## config.mk

```make
export PLATFORM = sky130hd
export DESIGN_NAME = key_gesture_classifier
export DESIGN_NICKNAME = d
export VERILOG_FILES = /design/src/sv/kgc_pkg.sv /design/src/sv/kgc_state_ram.sv /design/src/sv/kgc_key_update.sv /design/src/sv/kgc_result_q.sv /design/src/sv/key_gesture_classifier.sv
export VERILOG_INCLUDE_DIRS = /design/src /design/src/sv
export SDC_FILE = /design/constraint.sdc
export NUM_CORES = 1
export LEC_CHECK = 0
export ABC_AREA = 1
export BUFFER_PORTS_ARGS = -buffer_cell sky130_fd_sc_hd__buf_4
export CAP_MARGIN = 20
export CORE_UTILIZATION = 60
export CTS_BUF_LIST = sky130_fd_sc_hd__clkbuf_4 sky130_fd_sc_hd__clkbuf_8 sky130_fd_sc_hd__clkbuf_16
export DETAILED_ROUTE_END_ITERATION = 6
export GPL_TIMING_DRIVEN = 0
export PLACE_DENSITY = 0.78
export SLEW_MARGIN = 20
export SYNTH_ARGS = -nofsm -noshare
export SYNTH_HDL_FRONTEND = slang
export SYNTH_SLANG_ARGS = --single-unit
```

## constraint.sdc

```tcl
create_clock -name clk -period 5.1 [get_ports clk]
set_clock_uncertainty 0.05 [all_clocks]
set_input_delay 0.51 -clock clk [delete_from_list [all_inputs] [get_ports clk]]
set_output_delay 0.51 -clock clk [all_outputs]
set_load 0.01 [all_outputs]
```

## src/sv/assert_macros.svh

```systemverilog
// assertion macros used by key_gesture_classifier
// no dependencies; synthesis builds define SYNTH and get empty bodies
`ifndef ASSERT_MACROS_SVH
`define ASSERT_MACROS_SVH

`ifndef SYNTH
`define KGC_ASSERT(lbl, clk, rst_n, prop) \
  lbl: assert property (@(posedge clk) disable iff (!rst_n) (prop)) \
    else $error("assertion failed");
`define KGC_ASSERT_NEXT(lbl, clk, rst_n, ante, cons) \
  lbl: assert property (@(posedge clk) disable iff (!rst_n) (ante) |=> (cons)) \
    else $error("assertion failed");
`else
`define KGC_ASSERT(lbl, clk, rst_n, prop)
`define KGC_ASSERT_NEXT(lbl, clk, rst_n, ante, cons)
`endif

`endif

```

## src/sv/kgc_pkg.sv

```systemverilog
// types, codes and constants of the key gesture classifier
// no dependencies
package kgc_pkg;

  localparam int NUM_KEYS = 4;
  localparam int KEY_W    = 2;
  localparam int AGE_W    = 16;
  localparam int MASK_W   = 4;
  localparam int CFG_IDX_W  = 3;
  localparam int CFG_DATA_W = 16;

  localparam logic [AGE_W-1:0] AGE_MAX    = '1;
  localparam logic [AGE_W-1:0] LONG_FLOOR = AGE_W'(100);
  localparam logic [KEY_W-1:0] LAST_KEY   = KEY_W'(NUM_KEYS - 1);

  // input actions
  localparam logic [1:0] ACT_TICK    = 2'd0;
  localparam logic [1:0] ACT_PRESS   = 2'd1;
  localparam logic [1:0] ACT_RELEASE = 2'd2;
  localparam logic [1:0] ACT_REPEAT  = 2'd3;

  // gesture codes
  localparam logic [1:0] G_SHORT  = 2'd0;
  localparam logic [1:0] G_LONG   = 2'd1;
  localparam logic [1:0] G_DOUBLE = 2'd2;
  localparam logic [1:0] G_TRIPLE = 2'd3;

  // register indexes
  localparam logic [CFG_IDX_W-1:0] CFG_WATCHED   = 3'd0;
  localparam logic [CFG_IDX_W-1:0] CFG_DOUBLE    = 3'd1;
  localparam logic [CFG_IDX_W-1:0] CFG_TRIPLE    = 3'd2;
  localparam logic [CFG_IDX_W-1:0] CFG_LONG_HOLD = 3'd3;
  localparam logic [CFG_IDX_W-1:0] CFG_TAP_GAP   = 3'd4;
  localparam logic [CFG_IDX_W-1:0] CFG_SCREEN_ON = 3'd5;

  typedef enum logic [1:0] {
    S_IDLE,
    S_PROC,
    S_FLUSH
  } fsm_t;

  typedef struct packed {
    logic             held;
    logic             long_done;
    logic [AGE_W-1:0] hold_age;
    logic [1:0]       tap_count;
    logic             run_pending;
    logic [AGE_W-1:0] gap_age;
  } key_state_t;

  typedef struct packed {
    logic [KEY_W-1:0] gesture_key;
    logic [1:0]       gesture;
    logic             reinject;
  } result_t;

  typedef struct packed {
    logic [MASK_W-1:0] watched_mask;
    logic [MASK_W-1:0] double_mask;
    logic [MASK_W-1:0] triple_mask;
    logic [AGE_W-1:0]  long_hold_ms;
    logic [AGE_W-1:0]  tap_gap_ms;
    logic              screen_on;
  } cfg_t;

  // sequencer to result queue
  typedef struct packed {
    logic push;
    logic flush;
  } q_ctrl_t;

  // result queue back to sequencer
  typedef struct packed {
    logic push_ok;
    logic flush_ok;
    logic stash_valid;
  } q_stat_t;

  function automatic logic [1:0] run_gesture(input logic [1:0] cnt);
    logic [1:0] g;
    if (cnt == 2'd3) begin
      g = G_TRIPLE;
    end else if (cnt == 2'd2) begin
      g = G_DOUBLE;
    end else begin
      g = G_SHORT;
    end
    return g;
  endfunction

endpackage

```

## src/sv/kgc_state_ram.sv

```systemverilog
// per-key state memory, registered read, valid bit per entry
// depends on kgc_pkg
module kgc_state_ram (
  input  logic                      clk,
  input  logic                      rst_n,
  input  logic                      re,
  input  logic [kgc_pkg::KEY_W-1:0] raddr,
  output kgc_pkg::key_state_t       rdata,
  input  logic                      we,
  input  logic [kgc_pkg::KEY_W-1:0] waddr,
  input  kgc_pkg::key_state_t       wdata
);
  import kgc_pkg::*;

  key_state_t          mem [NUM_KEYS];
  key_state_t          rd_r;
  logic [NUM_KEYS-1:0] vld_r;
  logic                rd_vld_r;

  always_ff @(posedge clk) begin
    if (we) begin
      mem[waddr] <= wdata;
    end
    if (re) begin
      rd_r <= mem[raddr];
    end
  end

  // entries never written since reset read as all zero
  always_ff @(posedge clk) begin
    if (!rst_n) begin
      vld_r    <= '0;
      rd_vld_r <= 1'b0;
    end else begin
      if (re) begin
        rd_vld_r <= vld_r[raddr];
      end
      if (we) begin
        vld_r[waddr] <= 1'b1;
      end
    end
  end

  assign rdata = rd_vld_r ? rd_r : '0;

endmodule

```

## src/sv/kgc_key_update.sv

```systemverilog
// next state and gesture of one key for a tick, press or release
// depends on kgc_pkg
module kgc_key_update (
  input  logic [1:0]                action,
  input  logic [kgc_pkg::KEY_W-1:0] key,
  input  kgc_pkg::cfg_t             cfg,
  input  kgc_pkg::key_state_t       cur,
  output kgc_pkg::key_state_t       nxt,
  output logic                      fire,
  output kgc_pkg::result_t          res
);
  import kgc_pkg::*;

  logic [AGE_W-1:0] lim;
  logic [AGE_W-1:0] h_age;
  logic [AGE_W-1:0] g_age;
  logic [1:0]       cnt;
  logic [1:0]       key_lim;
  logic [1:0]       gest;

  always_comb begin
    lim = (cfg.long_hold_ms < LONG_FLOOR) ? LONG_FLOOR : cfg.long_hold_ms;
    h_age = (cur.held && cur.hold_age != AGE_MAX) ? cur.hold_age + 1'b1 : cur.hold_age;
    g_age = (cur.run_pending && cur.gap_age != AGE_MAX) ? cur.gap_age + 1'b1
                                                         : cur.gap_age;
    // tap count wraps past three back to three
    cnt = cur.tap_count + 1'b1;
    if (cnt == 2'd0) begin
      cnt = 2'd3;
    end
    if (cfg.triple_mask[key]) begin
      key_lim = 2'd3;
    end else if (cfg.double_mask[key]) begin
      key_lim = 2'd2;
    end else begin
      key_lim = 2'd1;
    end

    nxt  = cur;
    fire = 1'b0;
    gest = G_SHORT;

    unique case (action)
      ACT_TICK: begin
        nxt.hold_age = h_age;
        nxt.gap_age  = g_age;
        if (cur.held && !cur.long_done && h_age >= lim) begin
          // long press cancels the tap run
          nxt.long_done   = 1'b1;
          nxt.tap_count   = 2'd0;
          nxt.run_pending = 1'b0;
          nxt.gap_age     = '0;
          fire = 1'b1;
          gest = G_LONG;
        end else if (cur.run_pending && g_age > cfg.tap_gap_ms) begin
          nxt.tap_count   = 2'd0;
          nxt.run_pending = 1'b0;
          nxt.gap_age     = '0;
          fire = 1'b1;
          gest = run_gesture(cur.tap_count);
        end
      end
      ACT_PRESS: begin
        nxt.held      = 1'b1;
        nxt.long_done = 1'b0;
        nxt.hold_age  = '0;
      end
      ACT_RELEASE: begin
        if (!cur.long_done) begin
          nxt.gap_age = '0;
          if (cnt >= key_lim) begin
            nxt.tap_count   = 2'd0;
            nxt.run_pending = 1'b0;
            fire = 1'b1;
            gest = run_gesture(cnt);
          end else begin
            nxt.tap_count   = cnt;
            nxt.run_pending = 1'b1;
          end
        end
        nxt.held      = 1'b0;
        nxt.long_done = 1'b0;
        nxt.hold_age  = '0;
      end
      ACT_REPEAT: begin
        nxt = cur;
      end
      default: begin
        nxt = cur;
      end
    endcase

    res.gesture_key = key;
    res.gesture     = gest;
    res.reinject    = (gest == G_SHORT) && !cfg.screen_on;
  end

endmodule

```

## src/sv/kgc_result_q.sv

```systemverilog
// result stash and output register; the stash holds back one word so the
// final result of an item can carry tlast. depends on kgc_pkg
module kgc_result_q (
  input  logic              clk,
  input  logic              rst_n,
  input  kgc_pkg::q_ctrl_t  ctrl,
  input  kgc_pkg::result_t  push_res,
  output kgc_pkg::q_stat_t  stat,
  output logic              out_valid,
  input  logic              out_ready,
  output kgc_pkg::result_t  out_res,
  output logic              out_last
);
  import kgc_pkg::*;

  result_t st_r;
  logic    st_v_r;
  result_t out_res_r;
  logic    out_last_r;
  logic    out_v_r;
  logic    out_free;
  logic    load_push;
  logic    load_flush;

  assign out_free   = !out_v_r || out_ready;
  assign load_push  = ctrl.push && st_v_r && out_free;
  assign load_flush = ctrl.flush && st_v_r && out_free;

  assign stat.push_ok     = !st_v_r || out_free;
  assign stat.flush_ok    = !st_v_r || out_free;
  assign stat.stash_valid = st_v_r;

  always_ff @(posedge clk) begin
    if (!rst_n) begin
      st_v_r  <= 1'b0;
      out_v_r <= 1'b0;
    end else begin
      if (load_push || load_flush) begin
        out_v_r <= 1'b1;
      end else if (out_ready) begin
        out_v_r <= 1'b0;
      end
      if (ctrl.push && stat.push_ok) begin
        st_v_r <= 1'b1;
      end else if (load_flush) begin
        st_v_r <= 1'b0;
      end
    end
  end

  always_ff @(posedge clk) begin
    if (load_push || load_flush) begin
      out_res_r  <= st_r;
      out_last_r <= load_flush;
    end
    if (ctrl.push && stat.push_ok) begin
      st_r <= push_res;
    end
  end

  assign out_valid = out_v_r;
  assign out_res   = out_res_r;
  assign out_last  = out_last_r;

endmodule

```

## src/sv/key_gesture_classifier.sv

```systemverilog
// Key gesture classifier: per-key state sits in a small synchronous memory
// that is read, updated and written back one key a cycle unless the result
// queue stalls. A press, release or autorepeat passes read, update and close;
// a tick reads, updates and writes back every key in turn before the close.
// A new word is taken only when the previous one is finished. A full output
// stage stalls the update and close steps while the stash holds a word.
// Configuration writes are taken at any time but are meant for an idle block.
// depends on kgc_pkg, kgc_state_ram, kgc_key_update, kgc_result_q, assert_macros.svh
`include "assert_macros.svh"

module key_gesture_classifier (
  input  logic                          clk,
  input  logic                          rst_n,
  input  logic                          in_tvalid,
  output logic                          in_tready,
  input  logic [7:0]                    in_tdata,   // [1:0] key_index, rest zero
  input  logic [1:0]                    in_tuser,   // [1:0] action
  output logic                          out_tvalid,
  input  logic                          out_tready,
  output logic [7:0]                    out_tdata,  // [1:0] gesture_key, [2] reinject
  output logic [1:0]                    out_tuser,  // [1:0] gesture
  output logic                          out_tlast,
  input  logic                          cfg_valid,
  output logic                          cfg_ready,
  input  logic [kgc_pkg::CFG_IDX_W-1:0] cfg_index,
  input  logic [kgc_pkg::CFG_DATA_W-1:0] cfg_data
);
  import kgc_pkg::*;

  cfg_t             cfg_r;
  fsm_t             state_r, state_nxt;
  logic [KEY_W-1:0] key_r, key_nxt;
  logic [1:0]       act_r, act_nxt;
  logic             do_r, do_nxt;

  logic             mem_re, mem_we;
  logic [KEY_W-1:0] mem_raddr;
  key_state_t       mem_rdata, upd_state;
  logic             fire, stall;
  result_t          upd_res, out_res;
  q_ctrl_t          q_ctrl;
  q_stat_t          q_stat;
  logic             in_applies;
  logic [KEY_W-1:0] in_key;
  logic             out_last;

  // configuration registers
  assign cfg_ready = 1'b1;

  always_ff @(posedge clk) begin
    if (!rst_n) begin
      cfg_r.watched_mask <= '0;
      cfg_r.double_mask  <= '0;
      cfg_r.triple_mask  <= '0;
      cfg_r.long_hold_ms <= AGE_W'(500);
      cfg_r.tap_gap_ms   <= AGE_W'(300);
      cfg_r.screen_on    <= 1'b1;
    end else if (cfg_valid && cfg_ready) begin
      unique case (cfg_index)
        CFG_WATCHED:   cfg_r.watched_mask <= cfg_data[MASK_W-1:0];
        CFG_DOUBLE:    cfg_r.double_mask  <= cfg_data[MASK_W-1:0];
        CFG_TRIPLE:    cfg_r.triple_mask  <= cfg_data[MASK_W-1:0];
        CFG_LONG_HOLD: cfg_r.long_hold_ms <= cfg_data[AGE_W-1:0];
        CFG_TAP_GAP:   cfg_r.tap_gap_ms   <= cfg_data[AGE_W-1:0];
        CFG_SCREEN_ON: cfg_r.screen_on    <= cfg_data[0];
        default: ;
      endcase
    end
  end

  assign in_key = in_tdata[KEY_W-1:0];
  // ticks always apply; presses and releases only for watched keys, autorepeats never
  assign in_applies = (in_tuser == ACT_TICK) ||
                      (((in_tuser == ACT_PRESS) || (in_tuser == ACT_RELEASE)) &&
                       cfg_r.watched_mask[in_key]);

  kgc_state_ram u_ram (
    .clk   (clk),
    .rst_n (rst_n),
    .re    (mem_re),
    .raddr (mem_raddr),
    .rdata (mem_rdata),
    .we    (mem_we),
    .waddr (key_r),
    .wdata (upd_state)
  );

  kgc_key_update u_upd (
    .action (act_r),
    .key    (key_r),
    .cfg    (cfg_r),
    .cur    (mem_rdata),
    .nxt    (upd_state),
    .fire   (fire),
    .res    (upd_res)
  );

  kgc_result_q u_q (
    .clk       (clk),
    .rst_n     (rst_n),
    .ctrl      (q_ctrl),
    .push_res  (upd_res),
    .stat      (q_stat),
    .out_valid (out_tvalid),
    .out_ready (out_tready),
    .out_res   (out_res),
    .out_last  (out_last)
  );

  always_ff @(posedge clk) begin
    if (!rst_n) begin
      state_r <= S_IDLE;
    end else begin
      state_r <= state_nxt;
    end
  end

  always_ff @(posedge clk) begin
    key_r <= key_nxt;
    act_r <= act_nxt;
    do_r  <= do_nxt;
  end

  always_comb begin
    state_nxt = state_r;
    key_nxt   = key_r;
    act_nxt   = act_r;
    do_nxt    = do_r;
    in_tready = 1'b0;
    mem_re    = 1'b0;
    mem_raddr = key_r;
    mem_we    = 1'b0;
    q_ctrl    = '0;
    stall     = 1'b0;

    unique case (state_r)
      S_IDLE: begin
        in_tready = 1'b1;
        mem_raddr = (in_tuser == ACT_TICK) ? '0 : in_key;
        if (in_tvalid) begin
          mem_re    = 1'b1;
          key_nxt   = mem_raddr;
          act_nxt   = in_tuser;
          do_nxt    = in_applies;
          state_nxt = S_PROC;
        end
      end
      S_PROC: begin
        stall       = do_r && fire && !q_stat.push_ok;
        q_ctrl.push = do_r && fire;
        if (!stall) begin
          mem_we = do_r;
          if (act_r == ACT_TICK && key_r != LAST_KEY) begin
            // fetch the next key while this one is written back
            key_nxt   = key_r + 1'b1;
            mem_raddr = key_nxt;
            mem_re    = 1'b1;
          end else begin
            state_nxt = S_FLUSH;
          end
        end
      end
      S_FLUSH: begin
        q_ctrl.flush = 1'b1;
        if (q_stat.flush_ok) begin
          state_nxt = S_IDLE;
        end
      end
      default: begin
        state_nxt = S_IDLE;
      end
    endcase
  end

  assign out_tdata = {5'b0, out_res.reinject, out_res.gesture_key};
  assign out_tuser = out_res.gesture;
  assign out_tlast = out_last;

  `KGC_ASSERT(a_no_same_entry_rw, clk, rst_n, !(mem_we && mem_re && (mem_raddr == key_r)))
  `KGC_ASSERT(a_stash_empty_idle, clk, rst_n, !((state_r == S_IDLE) && q_stat.stash_valid))
  `KGC_ASSERT_NEXT(a_tick_scan_order, clk, rst_n,
                   (state_r == S_PROC) && !stall && (act_r == ACT_TICK) && (key_r != LAST_KEY),
                   (state_r == S_PROC) && (key_r == $past(key_r) + 1'b1))

endmodule

```

==> results.toml <==
[synthesis]
synthDistinctLibCells = 50
synth_warnings = 0
synth.top_cells.by_area = "sky130_fd_sc_hd__edfxtp_1 (50%), sky130_fd_sc_hd__dfxtp_1 (8.9%), sky130_fd_sc_hd__nand2_1 (5.9%)"
yosys.area.top_type_share_pct = 49.6
yosysTopAreaCell = "sky130_fd_sc_hd__edfxtp_1"
synthCells = 1210
synthesis.area_um2 = 12200
synth_seq_cells = 255
synth-async-reset-ratio_pct = 0
yosys_most_used_dff = "sky130_fd_sc_hd__edfxtp_1"
syn-mean-instance-area_um2 = 10.1
synth-edff-count = 201
yosysSeqAreaShare_pct = 58.5

[floorplanning]
die_h_um = 144
floorplan_die_width_um = 144
total_die_area_um2 = 20900
core_area_um2 = 19700
io_pins = 48
fp-row-count = 51
initial_utilization_pct = 61.9

[critical_path]
critPathLaunch = "u_ram.rd_vld_r"
cpMostUsedCell = "sky130_fd_sc_hd__nand2_1"
path_class = "reg2reg"
timing.rr.start = "u_ram.rd_vld_r"
signal_arrival_time_at_the_worst_endpoint_ps = 5300
cp_max_fo = 10
worst_ep_required_time_ps = 5410
cp-end-kind = "register"
critical_path.max_stage_delay_ps = 380
cp-start-kind = "register"
critPathSlowestCell = "sky130_fd_sc_hd__dfxtp_4"

[sta]
timing.final.setup_violations = 0
report.final.hold_viol_count = 0
timing_worst_slew_pin_value_ps = 972
slew-limit-headroom_pct = 34.4
grt_setup_unrepaired = "true"
totalNegativeSetupSlack_ps = 0
timing.final.max_slew_violations = 0
finalCriticalPeriod_ps = 4990
fmax_ghz = 0.200
final.period_utilization_pct = 97.9

[global_route]
grt_use_total_pct = 29.2
grt_pass1_wl_um = 45300
maximum_number_of_pins_on_one_net_before_global_route_repair = 26
grt_pass1_vias = 8598
antenna_found_initial = 0
globalRouteOverflowTotal = 0

[place]
dp.final_hpwl_um = 20400
detailed_place.area_um2 = 12900
place.gp.congestion = 0.933
placed_cells_incl_taps = 1518
port-buffer-count = 34

[final_layout]
areaGrowthSynthToFinish_pct = 15.8
multiInputGateArea_um2 = 4170
n_antenna_cell = 0
finalNonFillerCells = 1583
postLayoutCellArea_um2 = 14100
post-route-util_pct = 71.7
finish.net_count = 1377
regArea_um2 = 7120
layout-drive-gt1-share_pct = 14.8
final_common_cell = "sky130_fd_sc_hd__edfxtp_1"
final_cell_mix = "sky130_fd_sc_hd__edfxtp_1 (201), sky130_fd_sc_hd__nand2_1 (187), sky130_fd_sc_hd__inv_1 (169)"
final.fill_count = 1407

[cts]
cts.hold.buffers_added = 0
clock-root-buffer = "sky130_fd_sc_hd__clkbuf_16"
clk_transition_reported_paths_ps = 60
clock_latency_ps = 530
cts.sink_count = 255
cts_tree = "done"
cts_htree_levels = 1
cts.path.max_buffers = 3
cts_buffer_count = 26

[power]
vdd_drop_max_uv = 314
total_power_draw_w = 0.00516
power_per_cell_area_nw_per_um2 = 366
p_leak_nw = 5.90

[detailed_routing]
drc = 0
wire_per_inst_um = 19.0
num_vias = 9178
first_iter_violations = 864
detailed_route_wire_length_um = 30100
drtPass1Iterations = 5
routed_via_density = 5.80
drt.antenna.violating_nets = 0

[job]
max_cap_viol_count = 0

[hold_path]
min_from = "in_tuser[0]"
hp-class = "in2reg"

[outcome]
outcome = "finished, final reports clean"
-- synth_stat cells (14+ instances only) --
cell                       number
sky130_fd_sc_hd__ha_1          45
sky130_fd_sc_hd__clkbuf_1      14
sky130_fd_sc_hd__inv_1        173
sky130_fd_sc_hd__nand2_1      191
sky130_fd_sc_hd__xor2_1        20
sky130_fd_sc_hd__a21oi_1       43
sky130_fd_sc_hd__edfxtp_1     201
sky130_fd_sc_hd__o21ai_0       96
sky130_fd_sc_hd__dfxtp_1       54
sky130_fd_sc_hd__o22ai_1       46
sky130_fd_sc_hd__nand3_1       29
sky130_fd_sc_hd__o21ai_1       43
sky130_fd_sc_hd__nor2_1       116
-- cells by family after synthesis --
family | count (synthesis) | synth area share, %
AO/OA/AOI/OAI | 265 | 12.4
XOR/XNOR | 29 | 2.09
adder cells (fa/ha/maj) | 45 | 4.62
buffers and inverters | 226 | 8.16
flip-flops | 255 | 58.5
other | 2 | 0.0617
AND/OR/NAND/NOR | 388 | 14.2
-- routing by layer --
layer	global-route usage, %	part of all wire, %	vias to the layer above
met5	0	0	-
li1	-	-	4300
met2	46.7	47	478
met1	41.0	42	4331
met3	3.71	9.1	69
met4	10.5	2.7	0
-- timing repair --
item | CTS | global route
buffers inserted | 2 | 14
pin swaps | 1 | 16
cloned | 0 | 1
gates resized for setup | 10 | 45
setup endpoints to repair | 299 | 210
-- critical path: cells and delay by family, from the launching register on --
kind | cells | cell delay [ps]
simple gates | 17 | 1900
buf+inv | 7 | 1020
compound gates | 5 | 810
fa+ha+maj | 2 | 480
flops | 1 | 380
xor+xnor | 1 | 160
-- flip-flops by register name (all words and copies together), names as in the netlist --
signal,flops
u_q.st_v_r,1
u_ram.mem,148
key_r,2
act_r,2
u_q.out_last,1
state_r,2
u_ram.rd_vld_r,1
u_ram.rd_r,37
u_ram.vld_r,4
do_r,1
u_q.out_res,5
u_q.st_r,5
u_q.out_valid,1
cfg_r,45
-- worst paths after layout --
path / cells after the start / slack [ps] / to
setup / recovery: 32 / 110 / u_ram.rd_r[16]
hold reg to reg: 0 / 370 / u_q.out_res[2]
setup reg to reg: 32 / 110 / u_ram.rd_r[16]
hold / removal: 1 / 130 / act_r[0]
-- layout make-up --
class | count | share of cell area [%]
Clock buffer | 28 | 4.85
Buffer | 48 | 2.75
Timing Repair Buffer | 56 | 3.63
Inverter | 178 | 4.78
Clock inverter | 20 | 1.53
Tap cell | 265 | 2.35
Multi-Input combinational cell | 733 | 29.6
Sequential cell | 255 | 50.5
-- stage by stage --
| step | hold slack, ps | setup slack (ps) |
|---|---|---|
| 2_1_floorplan | 350 | 438 |
| 3_3_place_gp | 354 | -1330 |
| 3_5_place_dp | 355 | -771 |
| 4_1_cts | 118 | 25.6 |
| 5_1_grt | 115 | -69.1 |
| 6_report | 126 | 109 |
-- where the power goes --
| group | switching [W] | leakage [nW] | internal [W] | total (W) |
|---|---|---|---|---|
| Sequential | 0.0000560 | 2.31 | 0.00236 | 0.00241 |
| Clock | 0.000808 | 0.449 | 0.00118 | 0.00198 |
| Combinational | 0.000499 | 3.14 | 0.000265 | 0.000764 |
Note: power is estimated with default switching activity, not from simulation.
